## src/rtl/zrv_pkg.sv

```systemverilog
`default_nettype none
// ----------------------------------------------------------------------------
// zrv_pkg
// Shared types and fixed constants of the zero-run visibility decoder.
// ----------------------------------------------------------------------------
package zrv_pkg;

    // Width of the cluster count register as seen on the configuration port.
    localparam int CC_WIDTH = 16;
    // Width used to compare byte counts against the row remainder.
    localparam int CMP_WIDTH = 16;

    localparam logic [7:0] BYTE_ALL_ONES = 8'hFF;
    localparam logic [7:0] BYTE_ZERO     = 8'h00;

    typedef struct packed {
        logic [7:0] data_byte;
        logic       final_byte;
    } t_in_item;

    typedef struct packed {
        logic [7:0] value;
        logic [7:0] repeat_res;
        logic       row_done;
        logic       truncated;
    } t_result;

    // Handshake between the pipeline registers and the decode stage.
    typedef struct packed {
        logic advance;
        logic load_result;
    } t_pipe_ctrl;

endpackage : zrv_pkg
`default_nettype wire

```

## src/rtl/zrv_in_if.sv

```systemverilog
`default_nettype none
// ----------------------------------------------------------------------------
// zrv_in_if
// Channel carrying compressed bytes into the decoder.
// ----------------------------------------------------------------------------
interface zrv_in_if;
    logic       valid;
    logic       ready;
    logic [7:0] data_byte;
    logic       final_byte;

    modport source (output valid, output data_byte, output final_byte, input ready);
    modport sink   (input valid, input data_byte, input final_byte, output ready);
endinterface : zrv_in_if
`default_nettype wire

```

## src/rtl/zrv_out_if.sv

```systemverilog
`default_nettype none
// ----------------------------------------------------------------------------
// zrv_out_if
// Channel carrying decoded value/repeat results out of the decoder.
// ----------------------------------------------------------------------------
interface zrv_out_if;
    logic       valid;
    logic       ready;
    logic [7:0] value;
    logic [7:0] repeat_res;
    logic       row_done;
    logic       truncated;

    modport source (output valid, output value, output repeat_res, output row_done,
                    output truncated, input ready);
    modport sink   (input valid, input value, input repeat_res, input row_done,
                    input truncated, output ready);
endinterface : zrv_out_if
`default_nettype wire

```

## src/rtl/zrv_in_reg.sv

```systemverilog
`default_nettype none
// ----------------------------------------------------------------------------
// zrv_in_reg
// Input register: holds one compressed word until the decode stage takes it.
// ----------------------------------------------------------------------------
module zrv_in_reg (
    input  wire logic             i_clk,
    input  wire logic             i_rst_n,
    zrv_in_if.sink                i_in,
    input  wire logic             i_advance,
    output logic                  o_valid,
    output zrv_pkg::t_in_item     o_item
);

    logic              r_valid;
    zrv_pkg::t_in_item r_item;
    logic              w_take;

    // A new word may enter when the register is empty or when the held one leaves in the same cycle.
    assign i_in.ready = !r_valid || i_advance;
    assign w_take     = i_in.valid && i_in.ready;

    always_ff @(posedge i_clk) begin
        if (!i_rst_n) begin
            r_valid <= 1'b0;
        end else if (w_take) begin
            r_valid <= 1'b1;
        end else if (i_advance) begin
            r_valid <= 1'b0;
        end
    end

    always_ff @(posedge i_clk) begin
        if (w_take) begin
            r_item.data_byte  <= i_in.data_byte;
            r_item.final_byte <= i_in.final_byte;
        end
    end

    assign o_valid = r_valid;
    assign o_item  = r_item;

endmodule : zrv_in_reg
`default_nettype wire

```

## src/rtl/zrv_decode.sv

```systemverilog
`default_nettype none
// ----------------------------------------------------------------------------
// zrv_decode
// Row state and decode logic: turns one compressed word into zero or one
// value/repeat result, clipping runs to the row and masking the last byte.
// ----------------------------------------------------------------------------
module zrv_decode #(
    parameter int CW = 16
) (
    input  wire logic              i_clk,
    input  wire logic              i_rst_n,
    input  wire logic              i_cfg_we,
    input  wire logic [CW-1:0]     i_cfg_count,
    input  wire logic              i_advance,
    input  wire zrv_pkg::t_in_item i_item,
    output logic                   o_res_valid,
    output zrv_pkg::t_result       o_result
);

    localparam int SW = CW - 2;   // row stride width
    localparam int BW = CW - 3;   // bytes written, always below the stride
    localparam int XW = zrv_pkg::CMP_WIDTH;

    logic [CW-1:0] r_count;
    logic [BW-1:0] r_bytes_written;
    logic [BW-1:0] n_bytes_written;
    logic          r_awaiting;
    logic          n_awaiting;

    logic [CW:0]   w_count_plus;
    logic [SW-1:0] w_stride;
    logic [XW-1:0] w_stride_x;
    logic [XW-1:0] w_left_x;
    logic [XW-1:0] w_byte_x;
    logic [XW-1:0] w_run_x;
    logic [XW-1:0] w_rep_x;
    logic [XW-1:0] w_sum_x;
    logic [2:0]    w_slack;
    logic [7:0]    w_mask;
    logic          w_done;
    logic          w_zero_count;
    logic [7:0]    w_value;

    always_ff @(posedge i_clk) begin
        if (!i_rst_n) begin
            r_count <= CW'(1);
        end else if (i_cfg_we) begin
            r_count <= i_cfg_count;
        end
    end

    always_ff @(posedge i_clk) begin
        if (!i_rst_n) begin
            r_bytes_written <= '0;
            r_awaiting      <= 1'b0;
        end else if (i_cfg_we) begin
            r_bytes_written <= '0;
            r_awaiting      <= 1'b0;
        end else if (i_advance) begin
            r_bytes_written <= n_bytes_written;
            r_awaiting      <= n_awaiting;
        end
    end

    // Row stride is ceil(count / 8) bytes.
    assign w_count_plus = {1'b0, r_count} + (CW+1)'(7);
    assign w_stride     = w_count_plus[CW:3];
    assign w_zero_count = (r_count == '0);

    assign w_stride_x = XW'(w_stride);
    assign w_left_x   = w_stride_x - XW'(r_bytes_written);
    assign w_byte_x   = XW'(i_item.data_byte);
    assign w_run_x    = (w_byte_x < w_left_x) ? w_byte_x : w_left_x;
    assign w_rep_x    = r_awaiting ? w_run_x : XW'(1);
    assign w_sum_x    = XW'(r_bytes_written) + w_rep_x;
    assign w_done     = (w_sum_x == w_stride_x);

    // Bits of the last byte beyond the cluster count are cleared.
    assign w_slack = 3'd0 - r_count[2:0];
    assign w_mask  = zrv_pkg::BYTE_ALL_ONES >> w_slack;
    assign w_value = r_awaiting ? zrv_pkg::BYTE_ZERO : i_item.data_byte;

    always_comb begin
        n_bytes_written     = '0;
        n_awaiting          = 1'b0;
        o_res_valid         = 1'b0;
        o_result.value      = zrv_pkg::BYTE_ALL_ONES;
        o_result.repeat_res = zrv_pkg::BYTE_ZERO;
        o_result.row_done   = 1'b1;
        o_result.truncated  = 1'b1;
        if (w_zero_count) begin
            // An empty row swallows every word.
            o_res_valid = 1'b0;
        end else if (!r_awaiting && (i_item.data_byte == zrv_pkg::BYTE_ZERO)) begin
            if (i_item.final_byte) begin
                o_res_valid = 1'b1;
            end else begin
                n_bytes_written = r_bytes_written;
                n_awaiting      = 1'b1;
            end
        end else if (w_done) begin
            o_res_valid         = 1'b1;
            o_result.value      = w_value & w_mask;
            o_result.repeat_res = w_rep_x[7:0];
            o_result.truncated  = 1'b0;
        end else if (i_item.final_byte) begin
            o_res_valid = 1'b1;
        end else begin
            n_bytes_written     = w_sum_x[BW-1:0];
            o_res_valid         = 1'b1;
            o_result.value      = w_value;
            o_result.repeat_res = w_rep_x[7:0];
            o_result.row_done   = 1'b0;
            o_result.truncated  = 1'b0;
        end
    end

    // The count of bytes already in the row stays below the stride.
    a_bytes_below_stride: assert property (@(posedge i_clk) disable iff (!i_rst_n)
        !w_zero_count |-> (XW'(r_bytes_written) < w_stride_x))
        else $error("bytes written reached the row stride");

    // A configuration write leaves a fresh row behind it.
    a_cfg_clears_row: assert property (@(posedge i_clk) disable iff (!i_rst_n)
        i_cfg_we |=> (r_bytes_written == '0) && !r_awaiting)
        else $error("row state not cleared by configuration write");

    // A row that ends normally always has at least one byte in its last result.
    a_done_nonempty: assert property (@(posedge i_clk) disable iff (!i_rst_n)
        (i_advance && o_res_valid && o_result.row_done && !o_result.truncated)
            |-> (o_result.repeat_res != zrv_pkg::BYTE_ZERO))
        else $error("row completed by an empty result");

    // A truncation result carries the all-ones marker and ends the row.
    a_trunc_form: assert property (@(posedge i_clk) disable iff (!i_rst_n)
        (i_advance && o_res_valid && o_result.truncated)
            |=> (r_bytes_written == '0) && !r_awaiting)
        else $error("truncation left row state behind");

endmodule : zrv_decode
`default_nettype wire

```

## src/rtl/zrv_out_reg.sv

```systemverilog
`default_nettype none
// ----------------------------------------------------------------------------
// zrv_out_reg
// Result register: holds a decoded word until the consumer takes it.
// ----------------------------------------------------------------------------
module zrv_out_reg (
    input  wire logic                i_clk,
    input  wire logic                i_rst_n,
    input  wire zrv_pkg::t_pipe_ctrl i_ctrl,
    input  wire zrv_pkg::t_result    i_result,
    output logic                     o_free,
    zrv_out_if.source                o_out
);

    logic             r_valid;
    zrv_pkg::t_result r_result;

    assign o_free = !r_valid || o_out.ready;

    always_ff @(posedge i_clk) begin
        if (!i_rst_n) begin
            r_valid <= 1'b0;
        end else if (i_ctrl.load_result) begin
            r_valid <= 1'b1;
        end else if (o_out.ready) begin
            r_valid <= 1'b0;
        end
    end

    always_ff @(posedge i_clk) begin
        if (i_ctrl.load_result) begin
            r_result <= i_result;
        end
    end

    assign o_out.valid      = r_valid;
    assign o_out.value      = r_result.value;
    assign o_out.repeat_res = r_result.repeat_res;
    assign o_out.row_done   = r_result.row_done;
    assign o_out.truncated  = r_result.truncated;

endmodule : zrv_out_reg
`default_nettype wire

```

## src/rtl/zero_run_visibility_decoder.sv

```systemverilog
`default_nettype none
// ----------------------------------------------------------------------------
// zero_run_visibility_decoder
// Decodes a zero-run compressed visibility row into value/repeat words.
// ----------------------------------------------------------------------------
//   channel   dir  handshake      payload
//   i_in      in   valid/ready    data_byte[7:0], final_byte
//   o_out     out  valid/ready    value[7:0], repeat_res[7:0], row_done, truncated
//   cfg       in   i_cfg_we       i_cfg_data[15:0] (cluster count)
//
// One compressed word is accepted every cycle while the result register stays free;
// each word waits in the input register, and its result is loaded into the
// result register for the consumer. A zero word that opens a run gives no result.
// The decode stage updates its byte counter and run flag as each word advances.
// Reset is synchronous and active low; the cluster count resets to one.
// A stalled consumer holds the result register, and the input register
// fills behind it before i_in.ready drops.
// ----------------------------------------------------------------------------
module zero_run_visibility_decoder #(
    parameter int CLUSTER_BITS = 16
) (
    input  wire logic                           i_clk,
    input  wire logic                           i_rst_n,
    input  wire logic                           i_cfg_we,
    input  wire logic [zrv_pkg::CC_WIDTH-1:0]   i_cfg_data,
    zrv_in_if.sink                              i_in,
    zrv_out_if.source                           o_out
);

    localparam int CW = (CLUSTER_BITS < zrv_pkg::CC_WIDTH) ? CLUSTER_BITS
                                                          : zrv_pkg::CC_WIDTH;

    logic                in_valid;
    zrv_pkg::t_in_item   in_item;
    logic                res_valid;
    zrv_pkg::t_result    result;
    logic                out_free;
    zrv_pkg::t_pipe_ctrl ctrl;

    assign ctrl.advance     = in_valid && out_free;
    assign ctrl.load_result = ctrl.advance && res_valid;

    zrv_in_reg u_in_reg (
        .i_clk     (i_clk),
        .i_rst_n   (i_rst_n),
        .i_in      (i_in),
        .i_advance (ctrl.advance),
        .o_valid   (in_valid),
        .o_item    (in_item)
    );

    zrv_decode #(
        .CW (CW)
    ) u_decode (
        .i_clk       (i_clk),
        .i_rst_n     (i_rst_n),
        .i_cfg_we    (i_cfg_we),
        .i_cfg_count (i_cfg_data[CW-1:0]),
        .i_advance   (ctrl.advance),
        .i_item      (in_item),
        .o_res_valid (res_valid),
        .o_result    (result)
    );

    zrv_out_reg u_out_reg (
        .i_clk    (i_clk),
        .i_rst_n  (i_rst_n),
        .i_ctrl   (ctrl),
        .i_result (result),
        .o_free   (out_free),
        .o_out    (o_out)
    );

endmodule : zero_run_visibility_decoder
`default_nettype wire

```

## src/flat_wrapper.sv

```systemverilog
// flat-port wrapper written by rule: the top's interface ports become plain ports
module zero_run_visibility_decoder_flat 
#(
    parameter int CLUSTER_BITS = 16
)
  (i_clk, i_rst_n, i_cfg_we, i_cfg_data, i_in_valid, i_in_data_byte, i_in_final_byte, i_in_ready, o_out_valid, o_out_value, o_out_repeat_res, o_out_row_done, o_out_truncated, o_out_ready);
  zrv_in_if i_in_i ();
  zrv_out_if o_out_i ();
  input  wire logic i_clk;
  input  wire logic i_rst_n;
  input  wire logic i_cfg_we;
  input  wire logic [zrv_pkg::CC_WIDTH-1:0] i_cfg_data;
  input wire logic [$bits(i_in_i.valid)-1:0] i_in_valid;
  input wire logic [$bits(i_in_i.data_byte)-1:0] i_in_data_byte;
  input wire logic [$bits(i_in_i.final_byte)-1:0] i_in_final_byte;
  output wire logic [$bits(i_in_i.ready)-1:0] i_in_ready;
  output wire logic [$bits(o_out_i.valid)-1:0] o_out_valid;
  output wire logic [$bits(o_out_i.value)-1:0] o_out_value;
  output wire logic [$bits(o_out_i.repeat_res)-1:0] o_out_repeat_res;
  output wire logic [$bits(o_out_i.row_done)-1:0] o_out_row_done;
  output wire logic [$bits(o_out_i.truncated)-1:0] o_out_truncated;
  input wire logic [$bits(o_out_i.ready)-1:0] o_out_ready;
  assign i_in_i.valid = i_in_valid;
  assign i_in_i.data_byte = i_in_data_byte;
  assign i_in_i.final_byte = i_in_final_byte;
  assign i_in_ready = i_in_i.ready;
  assign o_out_valid = o_out_i.valid;
  assign o_out_value = o_out_i.value;
  assign o_out_repeat_res = o_out_i.repeat_res;
  assign o_out_row_done = o_out_i.row_done;
  assign o_out_truncated = o_out_i.truncated;
  assign o_out_i.ready = o_out_ready;
  zero_run_visibility_decoder #(.CLUSTER_BITS(CLUSTER_BITS)) u_core (.i_clk(i_clk), .i_rst_n(i_rst_n), .i_cfg_we(i_cfg_we), .i_cfg_data(i_cfg_data), .i_in(i_in_i), .o_out(o_out_i));
endmodule
```

## config.mk

```make
export PLATFORM = sky130hd
export DESIGN_NAME = zero_run_visibility_decoder_flat
export DESIGN_NICKNAME = d
export VERILOG_FILES = /design/src/rtl/zrv_pkg.sv /design/src/rtl/zrv_in_if.sv /design/src/rtl/zrv_out_if.sv /design/src/rtl/zrv_in_reg.sv /design/src/rtl/zrv_decode.sv /design/src/rtl/zrv_out_reg.sv /design/src/rtl/zero_run_visibility_decoder.sv /design/src/flat_wrapper.sv
export SDC_FILE = /design/constraint.sdc
export NUM_CORES = 1
export LEC_CHECK = 0
export BUFFER_PORTS_ARGS = -buffer_cell sky130_fd_sc_hd__buf_2
export CAP_MARGIN = 5
export CORE_UTILIZATION = 55
export CTS_CLUSTER_DIAMETER = 120
export DETAILED_ROUTE_END_ITERATION = 6
export GPL_TIMING_DRIVEN = 0
export PLACE_DENSITY_LB_ADDON = 0.25
export SLEW_MARGIN = 5
export SYNTH_ARGS = -nofsm -noshare
export SYNTH_HDL_FRONTEND = slang
export SYNTH_SLANG_ARGS = --single-unit
```

## constraint.sdc

```tcl
create_clock -name i_clk -period 12.1 [get_ports i_clk]
set_clock_uncertainty 0.1 [all_clocks]
set_input_delay 1.21 -clock i_clk [delete_from_list [all_inputs] [get_ports i_clk]]
set_output_delay 1.21 -clock i_clk [all_outputs]
set_load 0.005 [all_outputs]
```

* Yosys cells after proc, flatten, opt, wreduce, memory -nomap -nowiden *
Cells that the tools add are included.

word-level totals
  bits in writable memories = 0
  input bits = 30
  output and inout port bits = 20
  ROM bits = 0
  logic and storage cells = 59
  bits in registers = 59
  latch bits = 0
  memories = 0

cells by class
  multipliers = 0
  add/sub/neg operators = 4
  magnitude comparators = 1
  equality and inequality tests = 2
  shift operators = 1
  multiplexer cells = 21
  bitwise operators = 2
  reductions and logical operators = 17
  div/mod/pow operators = 0

operator list
  kind                     count
  $mux W13                 5
  $mux W16                 3
  $mux W18                 1
  $add A16 B3 Y17 const B  1
  $add A13 B16 Y16         1
  $eq A16 B14 Y1           1
  $logic_not A16 Y1        1
  $lt A8 B16 Y1            1
  $sub A14 B13 Y15         1
  $mux W1                  11
  $and A8 B8 Y8            1
  $logic_not A8 Y1         1
  $mux W8                  1
  $shr A8 B3 Y8 const A    1
  $logic_and A1 B1 Y1      4
  $reduce_bool A2 Y1       2
  $reduce_or A2 Y1         2
  $logic_not A1 Y1         3
  $ne A3 B2 Y1 const B     1
  $reduce_or A3 Y1         1
  $sub A1 B3 Y3 const A    1
  $logic_or A1 B1 Y1       2
  $reduce_and A2 Y1        1
  $not A1 Y1               1

* Logic depth before layout (Yosys ltp) *
Gate-level depths: netlist (run 1).

  depth in word-level cells = 10
  gate-level depth with buffers = 35
  mapped depth without buffers = 35

* Modules after synthesis *
A second synthesis (run 1) with hierarchy kept.

unflattened totals
  cell total of the unflattened synthesis = 481
  area, all modules = 4450.5 sq um

by module, submodules not included
  module                       times used  cells each  seq. area each (sq um)  area each (sq um)
  zrv_decode                   1           443         600.6                   3520.9
  zrv_out_reg                  1           22          560.5                   589.3
  zrv_in_reg                   1           14          290.3                   327.8
  zero_run_visibility_decoder  1           2           0.0                     12.5

* Worst setup path after synthesis (run 1) *
No wires, ideal clock.

  kind = register to register
  from = reg u_core.u_decode.r_count[0]
  to = reg u_core.u_out_reg.r_result (netlist bit u_core.u_out_reg.o_out.value[2]) (data pin)
  data required time = 11.739 ns
  path buffers = 0
  stages on the path, launching flop included = 32
  clock period less this slack = 7.577 ns
  path slack = 4.523 ns
  library setup time = 0.261 ns
  arrival time = 7.216 ns
  cells stage by stage = dfxtp_1 > inv_1 > ha_1 > nor2b_1 > nor3b_1 > xor2_1 > ha_1 > and2_1 > a221oi_2 > nand2_1 > xor2_1 > inv_1 > ha_1 > nand4_1 > a211oi_1 > nor3_1 > a21o_1 > nor4_2 > nand3_4 > and2_1 > o21a_1 > ha_1 > and3_1 > a31o_1 > maj3_1 > xor2_1 > xnor3_1 > nand4bb_1 > a2111oi_2 > and2_1 > nand4b_1 > a311o_1

between the ends
  word-level cells in the longest chain between the ends = 8
  elaborated cells on any way between the ends = 13
  classes of those cells = add/sub: 4; order compare: 1; eq/ne: 1; shift: 1; mux: 3; bitwise: 1; reduce/logical: 2

ends and longest elaborated chain
  element                 RTL line           source
  from (decl)             zrv_decode.sv:24   logic [CW-1:0] r_count;
  from (signal assigned)  zrv_decode.sv:48   r_count <= i_cfg_count;
  $add A16 B3 Y17         zrv_decode.sv:66   assign w_count_plus = {1'b0, r_count} + (CW+1)'(7);
  $sub A14 B13 Y15        zrv_decode.sv:71   assign w_left_x = w_stride_x - XW'(r_bytes_written);
  $lt A8 B16 Y1           zrv_decode.sv:73   assign w_run_x = (w_byte_x < w_left_x) ? w_byte_x : w_left_x;
  $mux W16                zrv_decode.sv:73
  $mux W16                zrv_decode.sv:74   assign w_rep_x = r_awaiting ? w_run_x : XW'(1);
  $add A13 B16 Y16        zrv_decode.sv:75   assign w_sum_x = XW'(r_bytes_written) + w_rep_x;
  $eq A16 B14 Y1          zrv_decode.sv:76   assign w_done = (w_sum_x == w_stride_x);
  $mux W16                zrv_decode.sv:101  end else if (w_done) begin
  to (signal assigned)    zrv_out_reg.sv:32  r_result <= i_result;
  to (decl)               zrv_out_reg.sv:16  zrv_pkg::t_result r_result;

Parallel ways exist; a longest one is shown, timed or not.
A chain may end at the register's enable or synchronous reset.

* Worst setup path in the final report (run 1) *
  from = reg u_core.u_decode.r_count[0]
  to = reg u_core.u_out_reg.r_result (netlist bit u_core.u_out_reg.o_out.value[1]) (data pin)

Same word-level chain as after synthesis.

==> impl_metrics.yaml, run 1 <==
clock_network:
  ctsHoldBuffers: 0
  cts_buffer_depth: 2
  clkLatencyLatePin_ns: 0.36
  cts.repair.resized: 0
  root_buffer: "clkbuf_8"
  cts_made_buffers: 9
  cts_tree: "built"
  cts_sinks: 59
  clkTransAtPathRegs_ns: 0.08
  htree_levels: 3
  post_cts_buffers: 0
floorplanning:
  ios: 50
  core-area_um2: 9280
  fp-row-count: 35
  die_area_um2: 10000
  start_util: 0.571
  die_x_um: 100
  die_h_um: 100
timing:
  grt_setup_unrepaired: "no"
  slew-limit-headroom: 0.369
  period_needed_ns: 9.13
  tns_ns: 0
  fmax_mhz: 110
  setup_viol: 0
  hold_violations: 0
  tightest_slew_ns: 0.938
  finalCritPeriodShare: 0.755
  final_max_slew_viol_count: 0
logic_synthesis:
  synth_warnings: 0
  synth_area_leaders: "edfxtp_1 15%, dfxtp_1 12%, ha_1 7.8%"
  synthArstFlopShare: 0
  ys_types: 103
  synthFlopType: "dfxtp_1"
  synth_area_um2: 5300
  yosysSeqAreaShare: 0.274
  ys_seq_elements: 59
  yosys.area.top_type: "edfxtp_1"
  synthCells: 597
  synth.most_common_cell: "nand2_1"
  synth_edf_count: 27
  syn_area_per_cell_um2: 8.88
  netlist.area_leader.share: 0.153
  synthTopCellsByCount: "57 x nand2_1, 33 x ha_1, 33 x inv_1, 32 x dfxtp_1, 28 x xnor2_1"
detailed_routing:
  dr.pass1.iters: 5
  vias: 4872
  drt-initial-drc-count: 335
  routed_wirelength_um: 14400
  drc_errors: 0
  postRouteAntennaNets: 0
  route.detailed.wl_per_inst_um: 18.1
  avgViaCountPerCell: 6.14
hold_path:
  min_path_type: "flop to flop"
place:
  place_congestion: 0.946
  dp_hpwl_um: 11400
  io_buffers: 47
setup_path:
  path_class: "flop to flop"
  cp_common_cell: "ha_1"
  slowest_delay_ns: 0.78
  worstPathArrival_ns: 9.11
  crit_family: "simple AND/OR/NAND/NOR gates"
  end_kind: "flop"
  cp_slowest_cell: "nor4_2"
  worstPathMaxFanout: 10
  cp-start-kind: "flop"
  crit_buf_inv: 2
  required_ns: 12.08
finish:
  fin_nets: 724
  nFillCells: 808
  final_layout_size_suffix_gt1_frac: 0.183
  syn_to_final_growth_pct: 11.7
  diodes: 0
flow_run:
  drv_cap: 0
power_and_ir_drop:
  power.total_w: 0.000573
  p_leak_nw: 2.31
  cellPowerDensity_nw_per_um2: 96.8
  ir_drop_uv: 86.4
global_routing:
  grt_pass1_wl_um: 23400
  grt_max_degree: 15
  grt_pass1_vias: 4730
  overflow: 0
  antenna_found_initial: 0
  track_usage: 0.300
run_status:
  status: "completed"
==> flip-flops by register name, summed over array words and instances, names as in the netlist <==
signal / cells
u_core.u_decode.r_awaiting: 1
u_core.u_decode.r_bytes_written: 13
u_core.u_decode.r_count: 16
u_core.u_in_reg.o_item: 9
u_core.u_in_reg.o_valid: 1
u_core.u_out_reg.o_out.repeat_res: 8
u_core.u_out_reg.o_out.row_done: 1
u_core.u_out_reg.o_out.truncated: 1
u_core.u_out_reg.o_out.valid: 1
u_core.u_out_reg.o_out.value: 8
==> per-stage QoR <==
step / utilization / cells / setup slack, ns / cell area (µm²) / hold WS [ns]
finish: 0.638 / 794 / 2.97 / 5920 / 0.384
global route: 0.638 / 794 / 2.28 / 5920 / 0.408
CTS: 0.638 / 794 / 3.08 / 5920 / 0.391
detailed placement: 0.617 / 778 / 3.14 / 5730 / 0.380
global placement: 0.615 / 777 / 3.23 / 5710 / 0.354
floorplan: - / 601 / 4.52 / 5320 / 0.343
==> cell usage in the layout (no fill, tap or decap), drive strengths merged, types with 15 or more instances in the layout <==
cell     n
buf     62
inv     35
edfxtp  27
nor2b   23
nor4    16
nand2   58
nor3    22
a21oi   22
ha      33
o21ai   26
nor2    28
nand3   25
dfxtp   32
o211ai  15
mux2i   23
xnor2   29
clkbuf  23
==> report_power, final <==
group	switching (W)	internal (W)	total, W
Combinational	0.000100	0.0000641	0.000164
Clock	0.0000843	0.0000980	0.000182
Sequential	0.00000849	0.000218	0.000227
==> cells by family (layout without fill, tap and decap cells) <==
kind of cell / Yosys count / in the layout / share of synthesized area
DFF: 59 / 59 / 0.274
adders and majority gates: 35 / 35 / 0.0836
muxes: 25 / 25 / 0.0491
xor gates and xnor gates: 44 / 44 / 0.0767
and+or+nand+nor: 231 / 231 / 0.243
other: 1 / 5 / 0.000707
buffers and inverters: 58 / 122 / 0.0524
AOI/OAI and AO/OA: 144 / 144 / 0.221
==> layout make-up <==
| type | count | area, µm² | share of cell area |
|---|---|---|---|
| multi-input cells | 484 | 3590 | 0.606 |
| flip-flops and latches | 59 | 1450 | 0.245 |
| repair buffers | 48 | 243 | 0.0410 |
| clock buffers | 13 | 180 | 0.0304 |
| well taps | 129 | 161 | 0.0272 |
| plain buffers | 24 | 150 | 0.0253 |
| inverters | 34 | 128 | 0.0215 |
| clock inverters | 3 | 17.5 | 0.00296 |
==> metal layers <==
layer | track usage | up-vias | share of wire
met2 | 0.482 | 165 | 0.46
li1 | - | 2358 | -
met5 | 0 | - | 0
met3 | 0.0599 | 36 | 0.056
met4 | 0.126 | 0 | 0.031
met1 | 0.394 | 2313 | 0.45
==> worst paths after layout <==
path / startpoint / endpoint / slack [ns] / depth (start not counted)
setup / recovery: u_core.u_decode.r_count[0] / u_core.u_out_reg.o_out.value[1] / 2.97 / 32
hold / removal: u_core.u_decode.r_bytes_written[8] / u_core.u_decode.r_bytes_written[8] / 0.38 / 2
setup reg to reg: u_core.u_decode.r_count[0] / u_core.u_out_reg.o_out.value[1] / 2.97 / 32
hold reg to reg: u_core.u_decode.r_bytes_written[8] / u_core.u_decode.r_bytes_written[8] / 0.38 / 2
==> tightest hold or removal path, cell delays in order, from the launching register on <==
cell and delay [ns]:
dfxtp_1 0.33, nand2_1 0.06, o21ai_1 0.06
Power figures use the tool's default switching activity.
==> run 2: changes to the inputs <==
==> constraint.sdc (replaced) <==
create_clock -name i_clk -period 7.65 [get_ports i_clk]
set_clock_uncertainty 0.1 [all_clocks]
set_input_delay 0.765 -clock i_clk [delete_from_list [all_inputs] [get_ports i_clk]]
set_output_delay 0.765 -clock i_clk [all_outputs]
set_load 0.005 [all_outputs]
==> run 2 against run 1 <==
Against the previous run: the run now ends with setup timing left; combinational power rose by 110%; critical path depth rose by 3; setup slack got worse by 3.1 ns; largest cell class unchanged; count of clock-buffer cells in the layout did not move; register-to-register slack got worse by 3.1 ns; power rose by 74%; worst hold slack improved by 0.0039 ns.
==> impl_metrics.yaml, run 2 (same netlist as run 1, synthesis figures left out) <==
setup_path:
  worstPathMaxFanout: 4
  r2r_end: "u_core.u_out_reg.o_out.value[2]"
  ff2ff_setup_slack_ns: -0.16
  cp-start-kind: "flop"
  crit_path_end: "u_core.u_out_reg.o_out.value[2]"
  path_class: "flop to flop"
  slowest_delay_ns: 0.50
  required_ns: 7.66
  worstPathArrival_ns: 7.82
  end_kind: "flop"
  r2r_cells: 35
  crit_start: "u_core.u_decode.r_count[1]"
  cp_slowest_cell: "or4_4"
  regToRegStartpoint: "u_core.u_decode.r_count[1]"
floorplanning:
  die_h_um: 100
  core-area_um2: 9280
  fp-row-count: 35
  start_util: 0.571
  die_area_um2: 10000
  die_x_um: 100
  ios: 50
global_routing:
  grt_busiest_layer: "met2"
  grt_pass1_wl_um: 24700
  grt_pass1_vias: 5018
  track_usage: 0.317
  antenna_found_initial: 0
  grt_max_degree: 15
  overflow: 0
  use_met2: 0.503
  use_met3: 0.0731
  use_met1: 0.403
place:
  io_buffers: 47
  dp_hpwl_um: 11400
  detailed_place.area_um2: 5730
  place_congestion: 0.946
  dp_slack_ns: -1.31
  dp_cells: 778
detailed_routing:
  dr.pass1.iters: 5
  avgViaCountPerCell: 6.47
  postRouteAntennaNets: 0
  routed_wirelength_um: 17600
  drt-initial-drc-count: 589
  vias: 5467
  drc_errors: 0
  route.detailed.wl_per_inst_um: 20.8
finish:
  final_common_cell: "nand2_1"
  final_cell_mix: "56 x nand2_1, 51 x buf_4, 51 x buf_2"
  final_layout_size_suffix_gt1_frac: 0.327
  stdcell_area_um2: 6820
  fin_nets: 775
  layout.cells.non_filler: 845
  regMostFlops: "u_core.u_decode.r_count"
  diodes: 0
  syn_to_final_growth_pct: 28.6
  largest_reg_flops: 16
power_and_ir_drop:
  p_leak_nw: 2.67
  ir_drop_uv: 145
  cellPowerDensity_nw_per_um2: 146
timing:
  final_max_slew_viol_count: 0
  slew-limit-headroom: 0.437
  fmax_mhz: 128
  tns_ns: -0.876
  tightest_slew_ns: 0.838
  period_needed_ns: 7.81
  hold_violations: 0
  finalCritPeriodShare: 1.02
  setup_viol: 18
  finalWorstSetupSlack_ns: -0.161
  grt_setup_unrepaired: "yes"
run_status:
  status: "finished, violations left"
  violations: "setup timing"
clock_network:
  htree_levels: 3
  cts_sinks: 59
  cts_made_buffers: 9
  clkLatencyLatePin_ns: 0.38
  root_buffer: "clkbuf_8"
  cts_buffer_depth: 2
  cts_tree: "built"
  clkTransAtPathRegs_ns: 0.09
flow_run:
  drv_cap: 0
hold_path:
  min_path_type: "flop to flop"
-- run 2: changes by cell type in the layout (fill, tap and decap cells not counted), moves of 5 or more --
cell / previous run / this run
buf_4: 6 / 51
xnor2_1: 28 / 20
xnor2_2: 1 / 8
ha_1: 33 / 27
xor2_1: 14 / 8
dfxtp_1: 32 / 27
xor2_2: 0 / 5
-- run 2: where the power goes --
| part | internal [W] | switching (W) |
|---|---|---|
| combinational | 0.000144 | 0.000197 |
| sequential | 0.000345 | 0.0000155 |
| clock | 0.000155 | 0.000141 |
| total | 0.000644 | 0.000354 |
-- run 2: layout make-up --
type	count	area [µm²]
timing repair buffer	96	611
inverter	34	130
sequential	59	1460
tap	129	161
clock inverter	3	17.5
clock buffer	13	180
buffer	24	158
fill	652	2460
multi-input combinational	487	4100
-- run 2: metal layers --
| layer | wire length (µm) | up-vias |
|---|---|---|
| met2 | 8190 | 323 |
| li1 | - | 2470 |
| met3 | 1480 | 87 |
| met5 | 0 | - |
| met4 | 1020 | 0 |
| met1 | 6880 | 2587 |
-- run 2: critical path: cells and delay by family (launching register included) --
kind / cells / cell delay, ns
DFF: 1 / 0.35
AOI/OAI and AO/OA: 10 / 2.34
adders and majority gates: 3 / 0.97
buffers and inverters: 5 / 0.67
and+or+nand+nor: 13 / 2.38
xor gates and xnor gates: 4 / 0.74
-- run 2: timing repair --
item / CTS / global route
hold buffers: 0 / 0
resized for setup: 46 / 49
pin swaps: 23 / 50
buffers inserted: 18 / 30
setup endpoints to repair: 31 / 31
cloned: 1 / 2
-- run 2: worst min-delay path by stage --
stage	endpoint	startpoint	depth (start not counted)
2_1_floorplan	u_core.u_decode.r_bytes_written[11]	u_core.u_decode.r_bytes_written[11]	2
3_3_place_gp	u_core.u_decode.r_bytes_written[8]	u_core.u_decode.r_bytes_written[8]	2
3_5_place_dp	u_core.u_decode.r_bytes_written[8]	u_core.u_decode.r_bytes_written[8]	2
4_1_cts	u_core.u_decode.r_bytes_written[8]	u_core.u_decode.r_bytes_written[8]	2
5_1_grt	u_core.u_decode.r_bytes_written[10]	u_core.u_decode.r_bytes_written[10]	1
6_report	u_core.u_decode.r_bytes_written[8]	u_core.u_decode.r_bytes_written[8]	2
-- run 2: per-stage QoR --
stage                     total power [W]  hold slack, ns   util
after detailed placement         0.000619           0.380  0.617
after global placement           0.000612           0.354  0.615
after global routing              0.00103           0.408  0.735
after floorplan                  0.000554           0.343      -
final                            0.000997           0.388  0.735
after CTS                        0.000945           0.391  0.681
==> run 3: changes to the inputs <==
--- a/config.mk
+++ b/config.mk
@@ -5,13 +5,13 @@
 export SDC_FILE = /design/constraint.sdc
 export NUM_CORES = 1
 export LEC_CHECK = 0
-export BUFFER_PORTS_ARGS = -buffer_cell sky130_fd_sc_hd__buf_2
+export BUFFER_PORTS_ARGS = -buffer_cell sky130_fd_sc_hd__clkbuf_2
 export CAP_MARGIN = 5
 export CORE_UTILIZATION = 55
-export CTS_CLUSTER_DIAMETER = 120
 export DETAILED_ROUTE_END_ITERATION = 6
 export GPL_TIMING_DRIVEN = 0
 export PLACE_DENSITY_LB_ADDON = 0.25
+export SETUP_SLACK_MARGIN = 0.4
 export SLEW_MARGIN = 5
 export SYNTH_ARGS = -nofsm -noshare
 export SYNTH_HDL_FRONTEND = slang
==> run 3 against run 2 <==
Against the previous run: the flow now finishes without violations; register-to-register slack improved by 0.22 ns; sequential power is essentially flat; critical path depth is 2 higher; die area unchanged; highest routed layer unchanged.
==> impl_metrics.yaml, run 3 (same netlist as run 1, synthesis figures left out) <==
run_status:
  status: "completed"
power_and_ir_drop:
  ir_drop_uv: 112
  switchingPower_w: 0.000355
  clkPwrFrac: 0.306
  p_leak_nw: 2.74
  seqPwrFrac: 0.354
  switching_share: 0.348
  p_int_w: 0.000666
  comb_power_share: 0.340
  cellPowerDensity_nw_per_um2: 146
  power.total_w: 0.00102
global_routing:
  overflow: 0
  grt_pass1_wl_um: 25800
  antenna_found_initial: 0
  grt_max_degree: 15
  grt_pass1_vias: 5034
  track_usage: 0.334
setup_path:
  cp_slowest_cell: "or4_4"
  crit_family: "compound AO/OA/AOI/OAI gates"
  r2r_end: "u_core.u_decode.r_bytes_written[3]"
  slowest_delay_ns: 0.42
  path_class: "flop to flop"
  ff2ff_setup_slack_ns: 0.06
  regToRegStartpoint: "u_core.u_decode.r_count[0]"
  cp-start-kind: "flop"
  worstPathMaxFanout: 10
  worstPathArrival_ns: 7.72
  r2r_cells: 37
  crit_buf_inv: 7
  required_ns: 7.78
  end_kind: "flop"
place:
  dp_cells: 778
  place_congestion: 0.970
  dp_hpwl_um: 11600
  io_buffers: 47
flow_run:
  drv_cap: 0
finish:
  syn_to_final_growth_pct: 32.1
  final_common_cell: "buf_4"
  nFillCells: 636
  layout.cells.non_filler: 852
  diodes: 0
  fin_nets: 782
  final_util: 0.754
  final_cell_mix: "57 x buf_4, 55 x nand2_1, 47 x clkbuf_2"
  largest_reg_flops: 16
  regMostFlops: "u_core.u_decode.r_count"
  final_layout_size_suffix_gt1_frac: 0.347
floorplanning:
  start_util: 0.571
  ios: 50
  die_x_um: 100
  fp-row-count: 35
  die_h_um: 100
  core-area_um2: 9280
  die_area_um2: 10000
detailed_routing:
  routed_wirelength_um: 17100
  vias: 5343
  wl_met3_um: 1390
  route.detailed.wl_per_inst_um: 20.1
  postRouteAntennaNets: 0
  dr.pass1.iters: 6
  drc_errors: 0
  wl_met1_um: 7020
  drt-initial-drc-count: 582
  wl_met2_um: 8100
  avgViaCountPerCell: 6.27
  routed.top_layer: "met4"
timing:
  slew-limit-headroom: 0.415
  period_needed_ns: 7.59
  final_max_slew_viol_count: 0
  tightest_slew_ns: 0.871
  grt_setup_unrepaired: "yes"
  hold_violations: 0
  fmax_mhz: 132
  setup_viol: 0
  finalCritPeriodShare: 0.992
hold_path:
  hp-start: "u_core.u_decode.r_bytes_written[8]"
  hold_path_depth: 2
  min_path_type: "flop to flop"
  worstHoldEndpoint: "u_core.u_decode.r_bytes_written[8]"
clock_network:
  htree_levels: 3
  cts_made_buffers: 9
  cts_sinks: 59
  root_buffer: "clkbuf_8"
  clkLatencyLatePin_ns: 0.35
  cts_tree: "built"
  cts_buffer_depth: 2
  clkTransAtPathRegs_ns: 0.08
## run 3: cell types whose count changed in the layout (fill, tap and decap cells not counted), moves of 2 or more
cell / previous run / this run
clkbuf_2: 0 / 47
buf_12: 0 / 2
clkinvlp_4: 0 / 2
inv_4: 3 / 1
clkbuf_8: 12 / 10
nor3_2: 3 / 8
buf_4: 51 / 57
ha_4: 4 / 6
nor3_1: 16 / 11
buf_2: 51 / 4
o311ai_1: 3 / 1
dfxtp_2: 3 / 5
ha_1: 27 / 25
## run 3: worst min-delay path, delay by kind of cell, from the launching register on
kind	cells	cell delay, ns
compound gates	1	0.05
flops	1	0.34
simple gates	1	0.06
## run 3: timing repair
action,in CTS,in global routing
gates resized for setup,70,23
hold buffers,0,0
pin swaps,43,19
endpoints found under the setup margin,31,31
buffers inserted,32,24
cloned,0,2
## run 3: cell type report
class | instances | area, µm² | area share
Clock buffer | 11 | 153 | 0.0218
Sequential cell | 59 | 1460 | 0.209
Buffer | 24 | 154 | 0.0220
Tap cell | 129 | 161 | 0.0230
Clock inverter | 5 | 58.8 | 0.00840
Multi-Input combinational cell | 486 | 4190 | 0.598
Timing Repair Buffer | 104 | 696 | 0.0993
Inverter | 34 | 130 | 0.0186
## run 3: worst max-delay path by stage
stage	to	slack, ns	start	cells past startpoint
finish	u_core.u_decode.r_bytes_written[3]	0.06	u_core.u_decode.r_count[0]	37
global route	u_core.u_decode.r_bytes_written[4]	-0.20	u_core.u_decode.r_count[0]	36
CTS	u_core.u_out_reg.o_out.value[5]	0.40	u_core.u_decode.r_count[0]	35
detailed placement	u_core.u_out_reg.o_out.value[2]	-0.80	u_core.u_decode.r_count[0]	32
global placement	u_core.u_out_reg.o_out.value[3]	-0.68	u_core.u_decode.r_count[0]	31
floorplan	u_core.u_out_reg.o_out.value[2]	0.41	u_core.u_decode.r_count[0]	33
## run 3: layer usage
layer  track usage  vias to the layer above
met2         0.545                      278
li1              -                     2472
met4         0.124                        0
met3        0.0522                       62
met1         0.446                     2531
met5             0                        -
## run 3: stage by stage
step | cell area (µm²) | hold slack [ns] | TNS, ns | setup WS, ns
after floorplan | 5400 | 0.343 | 0 | 0.412
after global placement | 5800 | 0.354 | -16.88 | -0.684
after detailed placement | 5810 | 0.379 | -20.58 | -0.803
after CTS | 6670 | 0.390 | 0 | 0.398
after global routing | 7000 | 0.416 | -3.28 | -0.198
final | 7000 | 0.395 | 0 | 0.0583
## run 3: power by group through the flow
stage	logic, W	registers [W]	clock network (W)
final	0.000347	0.000361	0.000313
after global routing	0.000371	0.000363	0.000327
after CTS	0.000318	0.000360	0.000314
after detailed placement	0.000266	0.000366	0
after global placement	0.000256	0.000365	0
after floorplan	0.000201	0.000362	0
